**config.mk**
```make
export PLATFORM = sky130hd
export DESIGN_NAME = priority_task_scheduler
export DESIGN_NICKNAME = d
export VERILOG_FILES = /design/src/design/pts_pkg.sv /design/src/design/pts_ctrl.sv /design/src/design/pts_datapath.sv /design/src/design/priority_task_scheduler.sv
export SDC_FILE = /design/constraint.sdc
export NUM_CORES = 1
export LEC_CHECK = 0
export BUFFER_PORTS_ARGS = -buffer_cell sky130_fd_sc_hd__buf_2
export CAP_MARGIN = 20
export CELL_PAD_IN_SITES_DETAIL_PLACEMENT = 0
export CELL_PAD_IN_SITES_GLOBAL_PLACEMENT = 1
export CORE_MARGIN = 2
export CORE_UTILIZATION = 55
export DETAILED_ROUTE_END_ITERATION = 12
export PLACE_DENSITY_LB_ADDON = 0.15
export SYNTH_ARGS = -nofsm -noshare
export SYNTH_HDL_FRONTEND = slang
export SYNTH_SLANG_ARGS = --single-unit
```
**constraint.sdc**
```tcl
create_clock -name i_clk -period 10.1 [get_ports i_clk]
set_input_delay 0.505 -clock i_clk [delete_from_list [all_inputs] [get_ports i_clk]]
set_output_delay 0.505 -clock i_clk [all_outputs]
set_load 0.01 [all_outputs]
```
**src/design/pts_pkg.sv**
```systemverilog
// pts_pkg: shared types and codes for the priority task scheduler
// used by pts_ctrl, pts_datapath and priority_task_scheduler
`timescale 1ns / 1ps

package pts_pkg;

    localparam logic [2:0] OP_CREATE  = 3'd0;
    localparam logic [2:0] OP_TICK    = 3'd1;
    localparam logic [2:0] OP_DELAY   = 3'd2;
    localparam logic [2:0] OP_BLOCK   = 3'd3;
    localparam logic [2:0] OP_WAKE    = 3'd4;
    localparam logic [2:0] OP_RAISE   = 3'd5;
    localparam logic [2:0] OP_RESTORE = 3'd6;
    localparam logic [2:0] OP_YIELD   = 3'd7;

    localparam logic [1:0] TS_READY   = 2'd0;
    localparam logic [1:0] TS_RUNNING = 2'd1;
    localparam logic [1:0] TS_BLOCKED = 2'd2;

    localparam logic [1:0] ST_OK      = 2'd0;
    localparam logic [1:0] ST_REFUSED = 2'd1;
    localparam logic [1:0] ST_TIMEOUT = 2'd2;

    localparam logic [31:0] DUR_FOREVER = 32'hFFFF_FFFF;

    typedef enum logic [2:0] {
        S_IDLE,
        S_EXEC,
        S_SWEEP,
        S_SCAN_INIT,
        S_SCAN,
        S_COMMIT,
        S_RESP
    } t_state;

    typedef enum logic [2:0] {
        CMD_NONE,
        CMD_LATCH,
        CMD_EXEC,
        CMD_SWEEP,
        CMD_SCAN_INIT,
        CMD_SCAN,
        CMD_COMMIT
    } t_dp_cmd;

    typedef struct packed {
        logic exec_sweep;
        logic exec_sched;
        logic sweep_last;
        logic scan_last;
        logic empty;
    } t_dp_status;

endpackage

```
**src/design/pts_ctrl.sv**
```systemverilog
// pts_ctrl: command sequencer for the priority task scheduler
// depends on pts_pkg
`timescale 1ns / 1ps

module pts_ctrl (
    input  logic                i_clk,
    input  logic                i_rst_n,
    input  logic                i_start,
    input  pts_pkg::t_dp_status i_status,
    output pts_pkg::t_dp_cmd    o_cmd,
    output logic                o_busy,
    output logic                o_done
);

    pts_pkg::t_state r_state;
    pts_pkg::t_state n_state;

    always_ff @(posedge i_clk) begin
        if (!i_rst_n) begin
            r_state <= pts_pkg::S_IDLE;
        end else begin
            r_state <= n_state;
        end
    end

    always_comb begin
        n_state = r_state;
        o_cmd   = pts_pkg::CMD_NONE;
        o_busy  = 1'b1;
        o_done  = 1'b0;
        case (r_state)
            pts_pkg::S_IDLE: begin
                o_busy = 1'b0;
                if (i_start) begin
                    o_cmd   = pts_pkg::CMD_LATCH;
                    n_state = pts_pkg::S_EXEC;
                end
            end
            pts_pkg::S_EXEC: begin
                o_cmd = pts_pkg::CMD_EXEC;
                if (i_status.exec_sweep) begin
                    n_state = pts_pkg::S_SWEEP;
                end else if (i_status.exec_sched) begin
                    n_state = pts_pkg::S_SCAN_INIT;
                end else begin
                    n_state = pts_pkg::S_RESP;
                end
            end
            pts_pkg::S_SWEEP: begin
                o_cmd = pts_pkg::CMD_SWEEP;
                if (i_status.sweep_last) begin
                    n_state = pts_pkg::S_SCAN_INIT;
                end
            end
            pts_pkg::S_SCAN_INIT: begin
                o_cmd   = pts_pkg::CMD_SCAN_INIT;
                n_state = i_status.empty ? pts_pkg::S_RESP : pts_pkg::S_SCAN;
            end
            pts_pkg::S_SCAN: begin
                o_cmd = pts_pkg::CMD_SCAN;
                if (i_status.scan_last) begin
                    n_state = pts_pkg::S_COMMIT;
                end
            end
            pts_pkg::S_COMMIT: begin
                o_cmd   = pts_pkg::CMD_COMMIT;
                n_state = pts_pkg::S_RESP;
            end
            pts_pkg::S_RESP: begin
                o_done  = 1'b1;
                n_state = pts_pkg::S_IDLE;
            end
            default: begin
                n_state = pts_pkg::S_IDLE;
            end
        endcase
    end

endmodule

```
**src/design/pts_datapath.sv**
```systemverilog
// pts_datapath: task table, tick counter, sleep sweep and priority scan
// depends on pts_pkg; sequenced by pts_ctrl
`timescale 1ns / 1ps

module pts_datapath #(
    parameter int TASK_SLOTS = 8,
    parameter int PRIO_BITS  = 8
) (
    input  logic                i_clk,
    input  logic                i_rst_n,
    input  pts_pkg::t_dp_cmd    i_cmd,
    input  logic                i_sched_en,
    input  logic [2:0]          i_opcode,
    input  logic [2:0]          i_task_index,
    input  logic [7:0]          i_priority_req,
    input  logic [31:0]         i_duration,
    output pts_pkg::t_dp_status o_status,
    output logic [1:0]          o_result_status,
    output logic [2:0]          o_running_task,
    output logic                o_running_valid,
    output logic                o_switched,
    output logic [7:0]          o_timed_out_mask,
    output logic [31:0]         o_tick_count
);

    localparam int IDX_W = (TASK_SLOTS > 1) ? $clog2(TASK_SLOTS) : 1;
    localparam int TW    = $clog2(TASK_SLOTS + 1);

    logic [PRIO_BITS-1:0] r_base [TASK_SLOTS];
    logic [PRIO_BITS-1:0] r_act  [TASK_SLOTS];
    logic [1:0]           r_tst  [TASK_SLOTS];
    logic [31:0]          r_sleep[TASK_SLOTS];
    logic                 r_wait [TASK_SLOTS];

    logic [TW-1:0]        r_total;
    logic [IDX_W-1:0]     r_cur;
    logic                 r_cval;
    logic [31:0]          r_tick;

    logic [2:0]           r_op;
    logic                 r_tok;
    logic [PRIO_BITS-1:0] r_prio;
    logic [31:0]          r_dur;
    logic [IDX_W-1:0]     r_prev_idx;
    logic                 r_prev_val;
    logic [IDX_W-1:0]     r_ptr;
    logic [IDX_W-1:0]     r_cnt;
    logic [IDX_W-1:0]     r_best;
    logic [PRIO_BITS-1:0] r_bestp;
    logic                 r_found;
    logic [1:0]           r_status;
    logic [7:0]           r_mask;

    logic [IDX_W+2:0]     tgt_w;
    logic [PRIO_BITS+7:0] prio_w;
    logic [IDX_W+2:0]     ptr_w;
    logic [IDX_W+2:0]     cur_w;
    logic [TW-1:0]        total_m1;
    logic                 full;
    logic                 ptr_last;
    logic                 cnt_last;
    logic [IDX_W-1:0]     ptr_next;
    logic [IDX_W-1:0]     scan_start;
    logic                 delay_ok;
    logic                 block_ok;
    logic                 wake_ok;
    logic                 elig;
    logic [31:0]          sleep_dec;

    assign tgt_w      = (IDX_W+3)'(i_task_index);
    assign prio_w     = (PRIO_BITS+8)'(i_priority_req);
    assign ptr_w      = (IDX_W+3)'(r_ptr);
    assign cur_w      = (IDX_W+3)'(r_cur);
    assign total_m1   = r_total - TW'(1);
    assign full       = (r_total >= TW'(TASK_SLOTS));
    assign ptr_last   = (TW'(r_ptr) == total_m1);
    assign cnt_last   = (TW'(r_cnt) == total_m1);
    assign ptr_next   = ptr_last ? '0 : r_ptr + IDX_W'(1);
    assign scan_start = (!r_cval || (TW'(r_cur) + TW'(1) == r_total)) ? '0
                      : r_cur + IDX_W'(1);
    assign delay_ok   = i_sched_en && (r_dur != 32'd0) && r_cval;
    assign block_ok   = r_cval && i_sched_en && (r_dur != 32'd0);
    assign wake_ok    = r_tok && r_wait[r_ptr];
    assign elig       = (r_tst[r_ptr] == pts_pkg::TS_READY)
                     || (r_tst[r_ptr] == pts_pkg::TS_RUNNING);
    assign sleep_dec  = r_sleep[r_ptr] - 32'd1;

    always_comb begin
        o_status            = '0;
        o_status.exec_sweep = (r_op == pts_pkg::OP_TICK) && (r_total != '0);
        case (r_op)
            pts_pkg::OP_TICK:  o_status.exec_sched = 1'b1;
            pts_pkg::OP_DELAY: o_status.exec_sched = delay_ok;
            pts_pkg::OP_BLOCK: o_status.exec_sched = block_ok;
            pts_pkg::OP_WAKE:  o_status.exec_sched = wake_ok;
            pts_pkg::OP_YIELD: o_status.exec_sched = 1'b1;
            default:           o_status.exec_sched = 1'b0;
        endcase
        o_status.sweep_last = ptr_last;
        o_status.scan_last  = cnt_last;
        o_status.empty      = (r_total == '0);
    end

    always_ff @(posedge i_clk) begin
        if (!i_rst_n) begin
            r_total <= '0;
            r_cur   <= '0;
            r_cval  <= 1'b0;
            r_tick  <= '0;
        end else begin
            case (i_cmd)
                pts_pkg::CMD_EXEC: begin
                    if (r_op == pts_pkg::OP_CREATE && !full) begin
                        if (!r_cval) begin
                            r_cur  <= r_ptr;
                            r_cval <= 1'b1;
                        end
                        r_total <= r_total + TW'(1);
                    end
                    if (r_op == pts_pkg::OP_TICK) begin
                        r_tick <= r_tick + 32'd1;
                    end
                end
                pts_pkg::CMD_COMMIT: begin
                    if (r_found) begin
                        r_cur  <= r_best;
                        r_cval <= 1'b1;
                    end
                end
                default: begin
                end
            endcase
        end
    end

    always_ff @(posedge i_clk) begin
        case (i_cmd)
            pts_pkg::CMD_LATCH: begin
                r_op       <= i_opcode;
                r_tok      <= ((TW+3)'(i_task_index) < (TW+3)'(r_total));
                r_prio     <= prio_w[PRIO_BITS-1:0];
                r_dur      <= i_duration;
                r_prev_idx <= r_cur;
                r_prev_val <= r_cval;
                r_status   <= pts_pkg::ST_OK;
                r_mask     <= '0;
                case (i_opcode)
                    pts_pkg::OP_CREATE: r_ptr <= r_total[IDX_W-1:0];
                    pts_pkg::OP_DELAY:  r_ptr <= r_cur;
                    pts_pkg::OP_BLOCK:  r_ptr <= r_cur;
                    pts_pkg::OP_WAKE:   r_ptr <= tgt_w[IDX_W-1:0];
                    pts_pkg::OP_RAISE:  r_ptr <= tgt_w[IDX_W-1:0];
                    pts_pkg::OP_RESTORE: r_ptr <= tgt_w[IDX_W-1:0];
                    default:            r_ptr <= '0;
                endcase
            end
            pts_pkg::CMD_EXEC: begin
                case (r_op)
                    pts_pkg::OP_CREATE: begin
                        if (full) begin
                            r_status <= pts_pkg::ST_REFUSED;
                        end else begin
                            r_base[r_ptr]  <= r_prio;
                            r_act[r_ptr]   <= r_prio;
                            r_tst[r_ptr]   <= pts_pkg::TS_READY;
                            r_sleep[r_ptr] <= '0;
                            r_wait[r_ptr]  <= 1'b0;
                        end
                    end
                    pts_pkg::OP_DELAY: begin
                        if (!delay_ok) begin
                            r_status <= pts_pkg::ST_REFUSED;
                        end else begin
                            r_sleep[r_ptr] <= r_dur;
                            r_wait[r_ptr]  <= 1'b0;
                            r_tst[r_ptr]   <= pts_pkg::TS_BLOCKED;
                        end
                    end
                    pts_pkg::OP_BLOCK: begin
                        if (!r_cval) begin
                            r_status <= pts_pkg::ST_REFUSED;
                        end else if (!block_ok) begin
                            r_status <= pts_pkg::ST_TIMEOUT;
                        end else begin
                            r_sleep[r_ptr] <= (r_dur == pts_pkg::DUR_FOREVER) ? '0 : r_dur;
                            r_wait[r_ptr]  <= 1'b1;
                            r_tst[r_ptr]   <= pts_pkg::TS_BLOCKED;
                        end
                    end
                    pts_pkg::OP_WAKE: begin
                        if (!r_tok) begin
                            r_status <= pts_pkg::ST_REFUSED;
                        end else if (!r_wait[r_ptr]) begin
                            r_status <= pts_pkg::ST_REFUSED;
                        end else begin
                            r_sleep[r_ptr] <= '0;
                            r_wait[r_ptr]  <= 1'b0;
                            r_tst[r_ptr]   <= pts_pkg::TS_READY;
                        end
                    end
                    pts_pkg::OP_RAISE: begin
                        if (!r_tok) begin
                            r_status <= pts_pkg::ST_REFUSED;
                        end else if (r_prio > r_act[r_ptr]) begin
                            r_act[r_ptr] <= r_prio;
                        end
                    end
                    pts_pkg::OP_RESTORE: begin
                        if (!r_tok) begin
                            r_status <= pts_pkg::ST_REFUSED;
                        end else begin
                            r_act[r_ptr] <= r_base[r_ptr];
                        end
                    end
                    default: begin
                    end
                endcase
            end
            pts_pkg::CMD_SWEEP: begin
                if (r_sleep[r_ptr] != 32'd0) begin
                    r_sleep[r_ptr] <= sleep_dec;
                    if (sleep_dec == 32'd0) begin
                        if (r_wait[r_ptr]) begin
                            if (ptr_w < (IDX_W+3)'(8)) begin
                                r_mask[ptr_w[2:0]] <= 1'b1;
                            end
                            r_wait[r_ptr] <= 1'b0;
                        end
                        r_tst[r_ptr] <= pts_pkg::TS_READY;
                    end
                end
                r_ptr <= ptr_next;
            end
            pts_pkg::CMD_SCAN_INIT: begin
                r_ptr   <= scan_start;
                r_cnt   <= '0;
                r_found <= 1'b0;
            end
            pts_pkg::CMD_SCAN: begin
                if (elig && (!r_found || r_act[r_ptr] > r_bestp)) begin
                    r_best  <= r_ptr;
                    r_bestp <= r_act[r_ptr];
                    r_found <= 1'b1;
                end
                r_ptr <= ptr_next;
                r_cnt <= r_cnt + IDX_W'(1);
            end
            pts_pkg::CMD_COMMIT: begin
                if (r_found) begin
                    if (r_cval && r_cur != r_best && r_tst[r_cur] == pts_pkg::TS_RUNNING) begin
                        r_tst[r_cur] <= pts_pkg::TS_READY;
                    end
                    r_tst[r_best] <= pts_pkg::TS_RUNNING;
                end
            end
            default: begin
            end
        endcase
    end

    assign o_result_status  = r_status;
    assign o_running_task   = cur_w[2:0];
    assign o_running_valid  = r_cval;
    assign o_switched       = (r_prev_val != r_cval) || (r_cval && r_prev_idx != r_cur);
    assign o_timed_out_mask = r_mask;
    assign o_tick_count     = r_tick;

`ifndef SYNTH
    a_cur_in_range: assert property (@(posedge i_clk) disable iff (!i_rst_n)
        r_cval |-> (TW'(r_cur) < r_total))
        else $error("current task beyond task count");

    a_total_bound: assert property (@(posedge i_clk) disable iff (!i_rst_n)
        r_total <= TW'(TASK_SLOTS))
        else $error("task count above slot count");

    a_commit_valid: assert property (@(posedge i_clk) disable iff (!i_rst_n)
        (i_cmd == pts_pkg::CMD_COMMIT && r_found) |=> (r_cval && r_cur == $past(r_best)))
        else $error("commit did not install chosen task");

    a_valid_sticky: assert property (@(posedge i_clk) disable iff (!i_rst_n)
        $past(r_cval) |-> r_cval)
        else $error("current task validity dropped");
`endif

endmodule

```
**src/design/priority_task_scheduler.sv**
```systemverilog
// priority_task_scheduler: top level, APB register and scheduler instances
// depends on pts_pkg, pts_ctrl and pts_datapath
`timescale 1ns / 1ps

// A command is taken when i_start is high and o_busy low; its one result
// appears for a single cycle with o_done and cannot be held off. Create,
// raise, restore and delay/block/wake that do not reschedule go from
// execution to the result; yield and rescheduling delay/block/wake
// first scan the created tasks by priority, and a tick first sweeps the
// sleep counts, then scans (tick skips both, yield the scan, while no task
// exists); sweep and scan each visit one task slot per cycle through one
// table port. o_busy is still high in the result cycle, so the next
// command is taken in the cycle after the result at the earliest.
// The scheduler enable register (bit 0) reads at APB address 0, any APB
// write loads it; delay is refused and block times out while it is clear.

module priority_task_scheduler #(
    parameter int TASK_SLOTS = 8,
    parameter int PRIO_BITS  = 8
) (
    input  logic        i_clk,
    input  logic        i_rst_n,
    input  logic        i_start,
    output logic        o_busy,
    input  logic [2:0]  i_opcode,
    input  logic [2:0]  i_task_index,
    input  logic [7:0]  i_priority_req,
    input  logic [31:0] i_duration,
    output logic        o_done,
    output logic [1:0]  o_status,
    output logic [2:0]  o_running_task,
    output logic        o_running_valid,
    output logic        o_switched,
    output logic [7:0]  o_timed_out_mask,
    output logic [31:0] o_tick_count,
    input  logic        psel,
    input  logic        penable,
    input  logic        pwrite,
    input  logic [1:0]  paddr,
    input  logic [31:0] pwdata,
    output logic [31:0] prdata,
    output logic        pready
);

    logic                r_sched_en;
    pts_pkg::t_dp_cmd    cmd;
    pts_pkg::t_dp_status dp_status;

    assign pready = 1'b1;
    assign prdata = (paddr == 2'd0) ? {31'd0, r_sched_en} : 32'd0;

    always_ff @(posedge i_clk) begin
        if (!i_rst_n) begin
            r_sched_en <= 1'b0;
        end else if (psel && penable && pwrite) begin
            r_sched_en <= pwdata[0];
        end
    end

    pts_ctrl u_ctrl (
        .i_clk    (i_clk),
        .i_rst_n  (i_rst_n),
        .i_start  (i_start),
        .i_status (dp_status),
        .o_cmd    (cmd),
        .o_busy   (o_busy),
        .o_done   (o_done)
    );

    pts_datapath #(
        .TASK_SLOTS (TASK_SLOTS),
        .PRIO_BITS  (PRIO_BITS)
    ) u_dp (
        .i_clk            (i_clk),
        .i_rst_n          (i_rst_n),
        .i_cmd            (cmd),
        .i_sched_en       (r_sched_en),
        .i_opcode         (i_opcode),
        .i_task_index     (i_task_index),
        .i_priority_req   (i_priority_req),
        .i_duration       (i_duration),
        .o_status         (dp_status),
        .o_result_status  (o_status),
        .o_running_task   (o_running_task),
        .o_running_valid  (o_running_valid),
        .o_switched       (o_switched),
        .o_timed_out_mask (o_timed_out_mask),
        .o_tick_count     (o_tick_count)
    );

endmodule

```
# Word-level counts from Yosys, hierarchy flattened
# Memory sizes are Yosys's and may differ from the RTL's. A register that Yosys moved wholly into a read port is not among the register bits.
# Cells that the tools add are included.
# word_totals
regBits	120
mem_bits_rw	408
input_bits	86
out_inout_bits	82
word_cells	268
memories	5
# mem_list
name	depth	word_bits	read_ports	rd_clocked_by_memory_dff	wr	line_no	rtl
u_dp.r_sleep	8	32	1	1	1	pts_datapath.sv:32	logic [31:0] r_sleep[TASK_SLOTS];
u_dp.r_act	8	8	1	1	1	pts_datapath.sv:30	logic [PRIO_BITS-1:0] r_act [TASK_SLOTS];
u_dp.r_base	8	8	1	1	1	pts_datapath.sv:29	logic [PRIO_BITS-1:0] r_base [TASK_SLOTS];
u_dp.r_tst	8	2	2	2	2	pts_datapath.sv:31	logic [1:0] r_tst [TASK_SLOTS];
u_dp.r_wait	8	1	1	1	1	pts_datapath.sv:33	logic r_wait [TASK_SLOTS];
# op_classes
n_addsub	8
magnitude_cmp	7
eq_ne	50
muxes	113
bitwise	15
reduce_logical	51
# op_table
operator	n
32-bit two-way mux	5
32-bit nonzero test	2
1-bit two-way mux	58
3-bit two-way mux	18
8-bit two-way mux	6
3-bit equality test, second input constant	13
3-bit one-hot mux with 6 select lines	2
32-bit by 1-bit adder with 32-bit output, second input constant	1
32-bit equality test, second input constant	1
32-bit zero test	1
32-bit by 1-bit subtractor with 32-bit output, second input constant	1
2-bit two-way mux	13
3-bit by 2-bit equality test with 1-bit output, second input constant	8
2-bit by 1-bit inequality test with 1-bit output, second input constant	9
3-bit one-hot mux with 3 select lines	2
8-bit greater-than comparator	2
8-bit one-hot mux with 2 select lines	1
1-bit logical AND	14
1-bit OR	14
3-bit one-hot mux with 2 select lines	2
2-bit one-hot mux with 5 select lines	1
2-bit OR reduction	5
3-bit by 1-bit adder with 3-bit output, second input constant	3
3-bit by 1-bit equality test with 1-bit output, second input constant	3
36 further kinds	59

# Depth between registers and ports, before layout
# Gate-level depths: netlist of run 1.
# logic_depth
ltp_word	12
ltp_mapped	19
ltp_nobuf	13

# Modules after synthesis
# Synthesis of run 1 repeated with hierarchy kept, for this count alone.
# unflattened
hier_cells	1546
hier_area_um2	23312.4
# by_module_without_submodules
module	n_inst	cells_per_inst	area_per_inst_um2	seq_area_each_um2
pts_datapath	1	1476	22786.9	15294.7
priority_task_scheduler	1	40	297.8	20.0
pts_ctrl	1	30	227.7	60.1

# Worst setup path before layout of run 1
# No wires, ideal clock.
# synth_path
path_kind	register to register
start	register with a tool-made name
end	register u_dp.r_found (enable)
setup_time_ns	0.294
t_arrival_ns	4.960
required_time_ns	9.806
path_slack_ns	4.845
path_stages_with_launch	20
n_path_buf	6
period_less_slack_ns	5.255
cell_sequence	dfxtp_1 > buf_6 > buf_6 > buf_6 > buf_2 > buf_1 > buf_1 > mux4_2 > mux2i_1 > inv_1 > ha_1 > nor2b_1 > o21a_1 > o21ai_0 > nand2b_1 > a21oi_1 > o21ai_0 > o21ai_0 > a211oi_1 > a21o_1
# synth_lines
element	line_no	rtl
end signal: assignment	pts_datapath.sv:237	r_found <= 1'b0;
end signal: assignment	pts_datapath.sv:243	r_found <= 1'b1;
end: declaration	pts_datapath.sv:50	logic r_found;

==> metrics.md, run 1 <==
| Metric | Value |
|---|---|
| Cell Area, Synth | `23300 um2` |
| CTS resizes | `0` |
| Drc violations | `0` |
| Gpl congestion | `0.829` |
| Non-Filler Instances | `2212` |
| Iteration-0 DRC count of the detailed router | `1251` |
| Antenna violations before repair | `2` |
| Worst-Skew Late Latency | `0.60 ns` |
| Synth-to-Final Area Change | `11.9%` |
| Synth top area cells | `edfxtp_1, mux4_2, dfxtp_1` |
| Die H | `210 um` |
| Worst hold path class | `in2reg` |
| Largest net degree at the start of global routing | `52` |
| Setup CP Type | `reg2reg` |
| VDD IR max | `0.180 mV` |
| Crit. End Element | `flip-flop` |
| Worst Path Max Fanout | `37` |
| Num CTS Buffers | `53` |
| Cell area after layout | `26100 um2` |
| First-pass GRT wire length | `78600 um` |
| Most common flop cell mapped by yosys | `edfxtp_1` |
| Total number of vias | `13270` |
| Asr flop ratio synth | `0` |
| Sequential area share after synthesis | `0.659` |
| Setup Skew | `0.0131 ns` |
| Crit path required time | `10.39 ns` |
| DRT Pass-1 Iters | `5` |
| Routed Antenna Nets | `0` |
| Clk buf depth | `3` |
| Rel. slew slack | `0.288` |
| Leak | `9.00 nW` |
| Multi-input gate area | `7410 um2` |
| Min-Delay Startpoint | `i_duration[11]` |
| Fraction of layout cells with a size suffix above 1 | `0.219` |
| Share of the synthesized area in the top cell type | `0.602` |
| Gr ovfl total | `0` |
| NumNets Final | `1741` |
| Synth Register Bits | `534` |
| Hpwl dp | `31600 um` |
| Detailed Route WL | `51100 um` |
| Fin crit share | `0.613` |
| Vias in the first global route | `13155` |
| CTS Hold Bufs | `0` |
| Synth Instances | `1516` |
| Cells after DPL | `2108` |
| YS warnings | `0` |
| Root buf cell | `clkbuf_16` |
| Vias per cell | `6.00` |
| Die area | `44100 um2` |
| Minimum clock period | `6.19 ns` |
| Count of input and output buffers | `104` |
| DP Area | `24300 um2` |
| Nature of the critical path startpoint | `flip-flop` |
| Clock slew at reported path FFs | `0.06 ns` |
| Final setup viols | `0` |
| Syn Area/Cell | `15.4 um2` |
| Post-synth top cells | `edfxtp_1, mux4_2, nand2_1` |
| Core area | `41900 um2` |
| Maxcap violations | `0` |
| Total global-route track usage | `0.236` |
| Fin. max-slew vios | `0` |
| Setup TNS | `0 ns` |
| Most common cell in the netlist | `edfxtp_1` |
| # IOs | `168` |
| DIE WIDTH | `210 um` |
| Final Hold Vio Count | `0` |
| RSZ-0062 raised after global routing | `false` |
| PwrDens | `269 nW/um2` |
| Cell type with the largest total area after synthesis | `edfxtp_1` |
| # rows | `75` |
| Final-layout fill cell count | `3049` |
| Slew @ Worst Pin | `1.06 ns` |
| H-Tree Depth | `2` |
| Status | `finished clean` |
| Crit path arrival time | `6.48 ns` |
| # Post-CTS Setup Buffers | `0` |
| WL/cell | `23.1 um` |
| Initial core utilization | `0.556` |
| Fmax | `162 MHz` |
| Netlist cell types | `79` |
| WHS | `0.0799 ns` |
| Seq. cell area | `15400 um2` |
| Clk sink count | `534` |
| CTS tree | `yes` |
| Post-synth EDFFs | `468` |
## layout by cell type, fill, tap and decap left out, types with 11 or more instances in the layout
master	instances
xnor2_1	50
and2_1	35
nor3_1	15
nand2b_1	13
conb_1	32
nand2_1	90
dfxtp_1	63
and3_1	12
buf_4	19
nor2_1	74
nand3_1	38
xor2_1	26
mux2i_1	47
o21ai_0	35
ha_1	27
clkbuf_16	55
mux4_2	100
edfxtp_1	468
inv_1	41
nor4_1	16
buf_2	105
a22o_1	11
a21oi_1	47
nand4_1	23
## cells by family after synthesis
| logic type | count (synthesis) | synth area share |
|---|---|---|
| flip-flops | 534 | 0.659 |
| AND/OR/NAND/NOR | 388 | 0.0873 |
| AO/OA/AOI/OAI | 181 | 0.0512 |
| multiplexers | 166 | 0.128 |
| buffers and inverters | 142 | 0.0314 |
| XOR/XNOR | 76 | 0.0285 |
| adder cells (fa/ha/maj) | 27 | 0.0145 |
| other | 2 | 0.000322 |
## final cells by class
cell class	count	share of cell area
diodes	1	0.0000958
clock buffers	64	0.0548
clock inverters	35	0.0135
inverters	42	0.00604
multi-input cells	870	0.284
flip-flops and latches	534	0.589
well taps	539	0.0258
repair buffers	127	0.0267
## per-stage QoR
step | util | worst slack, ns | power [mW]
after floorplan | - | 4.85 | 4.48
after global placement | 0.579 | 3.54 | 5.01
after detailed placement | 0.579 | 3.46 | 5.06
after CTS | 0.622 | 3.45 | 7.06
after global routing | 0.622 | 3.52 | 7.35
final | 0.622 | 3.91 | 7.01
## state kept, by name, indices dropped and copies added (netlist names), 4 cells and up, named ones only
name and count:
u_dp.r_tst 16, u_dp.r_act 64, u_dp.o_timed_out_mask 8, u_dp.r_total 4, u_dp.r_bestp 8, u_dp.r_sleep 256
u_dp.o_tick_count 32, u_dp.r_wait 8, u_dp.r_dur 32, u_dp.r_prio 8, u_dp.r_base 64
## worst max-delay path: stages (launching register included)
cell	delay (ns)
dfxtp_4	0.62
buf_4	0.77
buf_4	0.70
mux4_2	0.59
mux2i_1	0.40
and4_1	0.36
nand4_1	0.25
nor4b_1	0.46
o22ai_1	0.14
or4_1	0.78
o31ai_1	0.50
buf_2	0.27
## where the power goes
group	internal (mW)	switching (mW)	total (mW)
sequential	2.79	0.278	3.07
clock	1.16	0.830	1.99
combinational	0.807	1.14	1.95
## path summary, 6_finish.rpt
check | end | slack [ns] | cells after the start
setup / recovery | u_dp.o_timed_out_mask[5]$_SDFFCE_PN0P_ | 3.91 | 11
hold / removal | u_dp.r_dur[11]$_DFFE_PP_ | 0.08 | 1
setup reg to reg | u_dp.o_timed_out_mask[5]$_SDFFCE_PN0P_ | 3.91 | 11
hold reg to reg | u_dp.r_tst[2][0]$_SDFFE_PP1P_ | 0.47 | 2
## per-layer routing
layer,routed length [um],GRT usage
met1,22900,0.345
met2,24100,0.374
met3,3120,0.0399
met4,943,0.0641
met5,13,0
Power figures use the tool's default switching activity.
==> inputs of run 2 (changes only) <==
--- a/config.mk
+++ b/config.mk
@@ -5,12 +5,13 @@
 export SDC_FILE = /design/constraint.sdc
 export NUM_CORES = 1
 export LEC_CHECK = 0
+export ABC_AREA = 1
 export BUFFER_PORTS_ARGS = -buffer_cell sky130_fd_sc_hd__buf_2
 export CAP_MARGIN = 20
 export CELL_PAD_IN_SITES_DETAIL_PLACEMENT = 0
 export CELL_PAD_IN_SITES_GLOBAL_PLACEMENT = 1
 export CORE_MARGIN = 2
-export CORE_UTILIZATION = 55
+export CORE_UTILIZATION = 43
 export DETAILED_ROUTE_END_ITERATION = 12
 export PLACE_DENSITY_LB_ADDON = 0.15
 export SYNTH_ARGS = -nofsm -noshare
==> constraint.sdc (replaced) <==
create_clock -name i_clk -period 5 [get_ports i_clk]
set_input_delay 0.25 -clock i_clk [delete_from_list [all_inputs] [get_ports i_clk]]
set_output_delay 0.25 -clock i_clk [all_outputs]
set_load 0.01 [all_outputs]
==> run 2 against run 1 <==
Global-route usage shrank 1.8 points. Register-to-register slack lost 3.2 ns. Sequential power grew 99%. Die area grew 36%. Worst hold slack lost 0.011 ns. Routed wire length grew 27%. Non-clock buffer count grew 73. Clock skew grew 0.011 ns. Critical path depth grew 5. Synthesized cell count grew 71%. Largest cell class unchanged. Highest routed layer unchanged.
==> metrics.md, run 2 <==
| Metric | Value |
|---|---|
| Clk buf depth | `3` |
| Fin crit share | `0.860` |
| Non-Filler Instances | `3559` |
| Crit path required time | `5.30 ns` |
| H-Tree Depth | `2` |
| Final Hold Vio Count | `0` |
| Vias per cell | `5.11` |
| # Post-CTS Setup Buffers | `0` |
| Worst hold path class | `in2reg` |
| PwrDens | `545 nW/um2` |
| Sequential area share after synthesis | `0.617` |
| Setup WS pre-CTS | `0.780 ns` |
| Share of the synthesized area in the top cell type | `0.564` |
| Cell type with the largest total area after synthesis | `edfxtp_1` |
| Detailed Route WL | `65100 um` |
| YS warnings | `0` |
| Setup Skew | `0.0239 ns` |
| Gr ovfl total | `0` |
| # IOs | `168` |
| Seq. cell area | `15400 um2` |
| # rows | `88` |
| Largest net degree at the start of global routing | `102` |
| Largest stage delay on the critical path | `0.71 ns` |
| Fraction of layout cells with a size suffix above 1 | `0.102` |
| First-pass GRT wire length | `100000 um` |
| Syn Area/Cell | `9.63 um2` |
| Die area | `59900 um2` |
| Crit path arrival time | `4.60 ns` |
| Leak | `11.4 nW` |
| Cell area after layout | `28600 um2` |
| Nature of the critical path startpoint | `flip-flop` |
| Die H | `245 um` |
| Crit-path slowest cell | `inv_2` |
| Routed Antenna Nets | `0` |
| Simple-Gate Fraction of Synth Area | `0.208` |
| Cell Area, Synth | `24900 um2` |
| Clk sink count | `534` |
| DP Area | `26200 um2` |
| Initial core utilization | `0.434` |
| DIE WIDTH | `245 um` |
| Num CTS Buffers | `57` |
| Root buf cell | `clkbuf_16` |
| Synth Register Bits | `534` |
| Fmax | `233 MHz` |
| Total global-route track usage | `0.218` |
| VDD IR max | `0.399 mV` |
| Slew @ Worst Pin | `1.02 ns` |
| Largest family of logic cells by synthesized area | `simple AND/OR/NAND/NOR gates` |
| Antenna violations before repair | `4` |
| Reg2reg setup slack | `0.70 ns` |
| CP cell instances | `inv_2, nand3_1, nand2_1, ha_1, nand2_1, nor2_2, nand2_2, nor2_2, nand2_1, nand2_1, nand2_1, nor2_1, nand3_1, nor2_1, nand3_1, nand2_1` |
| DRT Pass-1 Iters | `5` |
| Compound-Gate Fraction of Synth Area | `0.0733` |
| Crit. End Element | `flip-flop` |
| Final setup viols | `0` |
| Final Power | `15.6 mW` |
| Hpwl dp | `41700 um` |
| Rel. slew slack | `0.321` |
| Worst Path Max Fanout | `34` |
| Gpl congestion | `0.869` |
| Post-synthesis xor/xnor area fraction | `0.00913` |
| Count of input and output buffers | `104` |
| Top Registers | `u_dp.r_sleep (256), u_dp.r_act (64), u_dp.r_base (64)` |
| Asr flop ratio synth | `0` |
| Worst-Skew Late Latency | `0.64 ns` |
| Final-layout fill cell count | `5272` |
| Vias in the first global route | `17730` |
| Core area | `57500 um2` |
| Cells after DPL | `3402` |
| Most frequent cells in the layout | `nand2_1, edfxtp_1, inv_1` |
| Setup TNS | `0 ns` |
| Most common cell in the netlist | `nand2_1` |
| Max reg flops | `256` |
| Commonest non-fill, non-tap cell in the layout | `nand2_1` |
| Total number of vias | `18200` |
| Fin. max-slew vios | `0` |
| RSZ-0062 raised after global routing | `false` |
| Synth Instances | `2588` |
| Netlist cell types | `53` |
| CTS tree | `yes` |
| Iteration-0 DRC count of the detailed router | `1392` |
| Synth-to-Final Area Change | `14.6%` |
| Post-synthesis mux area share | `0` |
| Drc violations | `0` |
| Most common flop cell mapped by yosys | `edfxtp_1` |
| Maxcap violations | `0` |
| Most flops, register | `u_dp.r_sleep` |
| Post-synth top cells | `nand2_1, edfxtp_1, inv_1` |
| Clock slew at reported path FFs | `0.06 ns` |
| Most common cell on crit path | `nand2_1` |
| Multi-input gate area | `7770 um2` |
| Synth top area cells | `edfxtp_1, nand2_1, dfxtp_1` |
| Minimum clock period | `4.30 ns` |
| Post-synth EDFFs | `468` |
| Status | `finished clean` |
| NumNets Final | `2856` |
| Worst Slack Setup Final | `0.701 ns` |
| Post-Synth Adder-Cell Area | `0.0136` |
| Setup CP Type | `reg2reg` |
| WL/cell | `18.3 um` |
==> run 2: repair_timing <==
| action | CTS | global route |
|---|---|---|
| resized for setup | 0 | 0 |
| hold endpoints to repair | 44 | 0 |
| hold buffers | 46 | 0 |
==> run 2: routing by layer <==
layer	track usage	share of wire
met5	0	0.00020
met4	0.0599	0.021
met3	0.0336	0.050
met2	0.368	0.48
met1	0.294	0.45
==> run 2: final timing paths <==
path	from	to	cells past startpoint
setup / recovery	flip-flop	u_dp.o_timed_out_mask[2]$_SDFFCE_PN0P_	16
hold / removal	i_rst_n	u_dp.o_tick_count[21]$_SDFFE_PN0P_	3
setup reg to reg	flip-flop	u_dp.o_timed_out_mask[2]$_SDFFCE_PN0P_	16
hold reg to reg	u_dp.r_tst[2][0]$_SDFFE_PP1P_	u_dp.r_tst[2][0]$_SDFFE_PP1P_	2
==> run 2: critical path: cells and delay by family, from the launching register on <==
| family | cells | cell delay, ns |
|---|---|---|
| buffers and inverters | 1 | 0.71 |
| flip-flops | 1 | 0.32 |
| adder cells (fa/ha/maj) | 1 | 0.25 |
| AND/OR/NAND/NOR | 14 | 2.63 |
==> run 2: final cells by class <==
class,instances,area share
tap,765,0.0335
clock buffer,74,0.0522
sequential,534,0.538
antenna,2,0.000175
multi-input combinational,1634,0.272
inverter,316,0.0417
clock inverter,34,0.0128
timing repair buffer,200,0.0492
==> run 2: logic make-up after synthesis <==
kind of cell               Yosys count
AOI/OAI and AO/OA                  311
DFF                                534
buffers and inverters              450
xor gates and xnor gates            26
and+or+nand+nor                   1238
other                                2
adders and majority gates           27
==> run 2: through the flow <==
| stage | util | hold slack (ns) |
|---|---|---|
| floorplan | - | 0.349 |
| global placement | 0.457 | 0.427 |
| detailed placement | 0.457 | 0.428 |
| CTS | 0.497 | 0.0520 |
| global route | 0.497 | 0.0931 |
| finish | 0.497 | 0.0693 |
==> run 2: report_power, final <==
| group | total (mW) | leakage [nW] | switching [mW] | internal, mW |
|---|---|---|---|---|
| Combinational | 5.26 | 5.72 | 3.79 | 1.47 |
| Sequential | 6.12 | 4.83 | 0.397 | 5.73 |
| Clock | 4.19 | 0.890 | 1.76 | 2.43 |
| Total | 15.6 | 11.4 | 5.95 | 9.62 |
==> inputs of run 3 (changes only) <==
==> constraint.sdc (replaced) <==
create_clock -name i_clk -period 5 [get_ports i_clk]
set_input_delay 0.5 -clock i_clk [delete_from_list [all_inputs] [get_ports i_clk]]
set_output_delay 0.5 -clock i_clk [all_outputs]
set_load 0.01 [all_outputs]
==> run 3 against run 2 <==
Via count shrank 1.1%. Critical path depth grew 1. Clock skew shrank 0.0030 ns. Clock-buffer cell count shrank 8. Non-clock buffer count shrank 47. Clock power grew 3%. Routed wire length shrank 0.97%. Critical path type unchanged. Largest power group unchanged.
==> metrics.md, run 3 (synthesis gave the netlist of run 2 again) <==
| Metric | Value |
|---|---|
| Status | `finished clean` |
| Core area | `57500 um2` |
| Clk buf depth | `3` |
| Cell family with most CP delay | `simple AND/OR/NAND/NOR gates` |
| Non-Filler Instances | `3510` |
| Most flops, register | `u_dp.r_sleep` |
| CP cell instances | `buf_4, nand3_1, nand2_1, ha_1, nand2_1, nor2_2, nand2_2, nor2_2, nand3_1, nand2_1, nand2_1, nor2_1, nand2_1, nor2_1, nand3_1, buf_4, a21oi_1` |
| Routed Antenna Nets | `0` |
| Fin. max-slew vios | `0` |
| Vias in the first global route | `17305` |
| Maxcap violations | `0` |
| # Post-CTS Setup Buffers | `0` |
| Gpl congestion | `0.859` |
| CTS resizes | `0` |
| Clock slew at reported path FFs | `0.07 ns` |
| Hpwl dp | `41400 um` |
| Final Hold Vio Count | `0` |
| Most frequent cells in the layout | `nand2_1, edfxtp_1, inv_1` |
| Gr ovfl total | `0` |
| Setup CP Type | `reg2reg` |
| Top Registers | `u_dp.r_sleep (256), u_dp.r_act (64), u_dp.r_base (64)` |
| Antenna violations before repair | `2` |
| Final Power | `15.6 mW` |
| Total number of vias | `17998` |
| # rows | `88` |
| Drc violations | `0` |
| Iteration-0 DRC count of the detailed router | `1137` |
| Slew @ Worst Pin | `1.03 ns` |
| PwrDens | `556 nW/um2` |
| Worst hold path class | `in2reg` |
| Cells after DPL | `3402` |
| Initial core utilization | `0.434` |
| Crit path required time | `5.31 ns` |
| Multi-input gate area | `7770 um2` |
| DP Area | `26200 um2` |
| Vias per cell | `5.13` |
| CP Buf/Inv Count | `2` |
| Fmax | `253 MHz` |
| Nature of the critical path startpoint | `flip-flop` |
| Total global-route track usage | `0.215` |
| Rel. slew slack | `0.310` |
| Setup Skew | `0.0210 ns` |
| Minimum clock period | `3.95 ns` |
| Root buf cell | `clkbuf_16` |
| Detailed Route WL | `64400 um` |
| CTS Hold Bufs | `0` |
| VDD IR max | `0.400 mV` |
| Count of input and output buffers | `104` |
| Crit-path slowest cell | `buf_4` |
| First-pass GRT wire length | `98600 um` |
| Worst Path Max Fanout | `47` |
| Final-layout fill cell count | `5345` |
| Largest stage delay on the critical path | `0.63 ns` |
| Crit path arrival time | `4.26 ns` |
| Seq. cell area | `15400 um2` |
| Worst Slack Setup Final | `1.05 ns` |
| Fin crit share | `0.790` |
| Leak | `11.3 nW` |
| Commonest non-fill, non-tap cell in the layout | `nand2_1` |
| Num CTS Buffers | `57` |
| WL/cell | `18.4 um` |
| Die area | `59900 um2` |
| DIE WIDTH | `245 um` |
| Crit. End Element | `flip-flop` |
| CTS tree | `yes` |
| Largest net degree at the start of global routing | `113` |
| Final setup viols | `0` |
| Synth-to-Final Area Change | `12.9%` |
| Fraction of layout cells with a size suffix above 1 | `0.106` |
| Max reg flops | `256` |
| Worst-Skew Late Latency | `0.62 ns` |
| Most common cell on crit path | `nand2_1` |
| # IOs | `168` |
| NumNets Final | `2809` |
| Setup TNS | `0 ns` |
| RSZ-0062 raised after global routing | `false` |
| Cell area after layout | `28200 um2` |
| DRT Pass-1 Iters | `7` |
| Clk sink count | `534` |
| Die H | `245 um` |
| H-Tree Depth | `2` |
| Setup WS pre-CTS | `1.10 ns` |
## run 3: final timing paths
path | cells after the start | slack [ns] | start | to
hold reg to reg | 2 | 0.45 | u_dp.r_tst[0][0]$_SDFFE_PP1P_ | u_dp.r_tst[0][0]$_SDFFE_PP1P_
hold / removal | 1 | 0.05 | i_duration[28] | u_dp.r_dur[28]$_DFFE_PP_
setup / recovery | 17 | 1.05 | flip-flop | u_dp.r_wait[2]$_DFFE_PP_
setup reg to reg | 17 | 1.05 | flip-flop | u_dp.r_wait[2]$_DFFE_PP_
## run 3: report_power, final
group          leakage (nW)  internal, mW  switching, mW  total (mW)
Sequential             4.83          5.72          0.378        6.10
Combinational          5.52          1.43           3.78        5.21
Clock                 0.939          2.57           1.76        4.33
Total                  11.3          9.73           5.92        15.6
## run 3: layer usage
layer	GRT usage	wire length [um]	up-vias
met5	0	25	-
met4	0.0678	1840	4
met3	0.0358	3460	120
met2	0.355	30100	433
li1	-	-	8843
met1	0.289	29000	8598
## run 3: per-stage QoR
stage,hold WS [ns],utilization
6_report,0.0522,0.490
5_1_grt,0.0207,0.490
4_1_cts,0.0129,0.490
3_5_place_dp,0.436,0.456
3_3_place_gp,0.429,0.456
2_1_floorplan,0.418,-
## run 3: cell type report
class | instances | area share
Clock buffer | 66 | 0.0522
Inverter | 316 | 0.0423
Timing Repair Buffer | 153 | 0.0329
Antenna cell | 1 | 0.0000889
Sequential cell | 534 | 0.546
Multi-Input combinational cell | 1634 | 0.276
Clock inverter | 41 | 0.0162
Tap cell | 765 | 0.0340
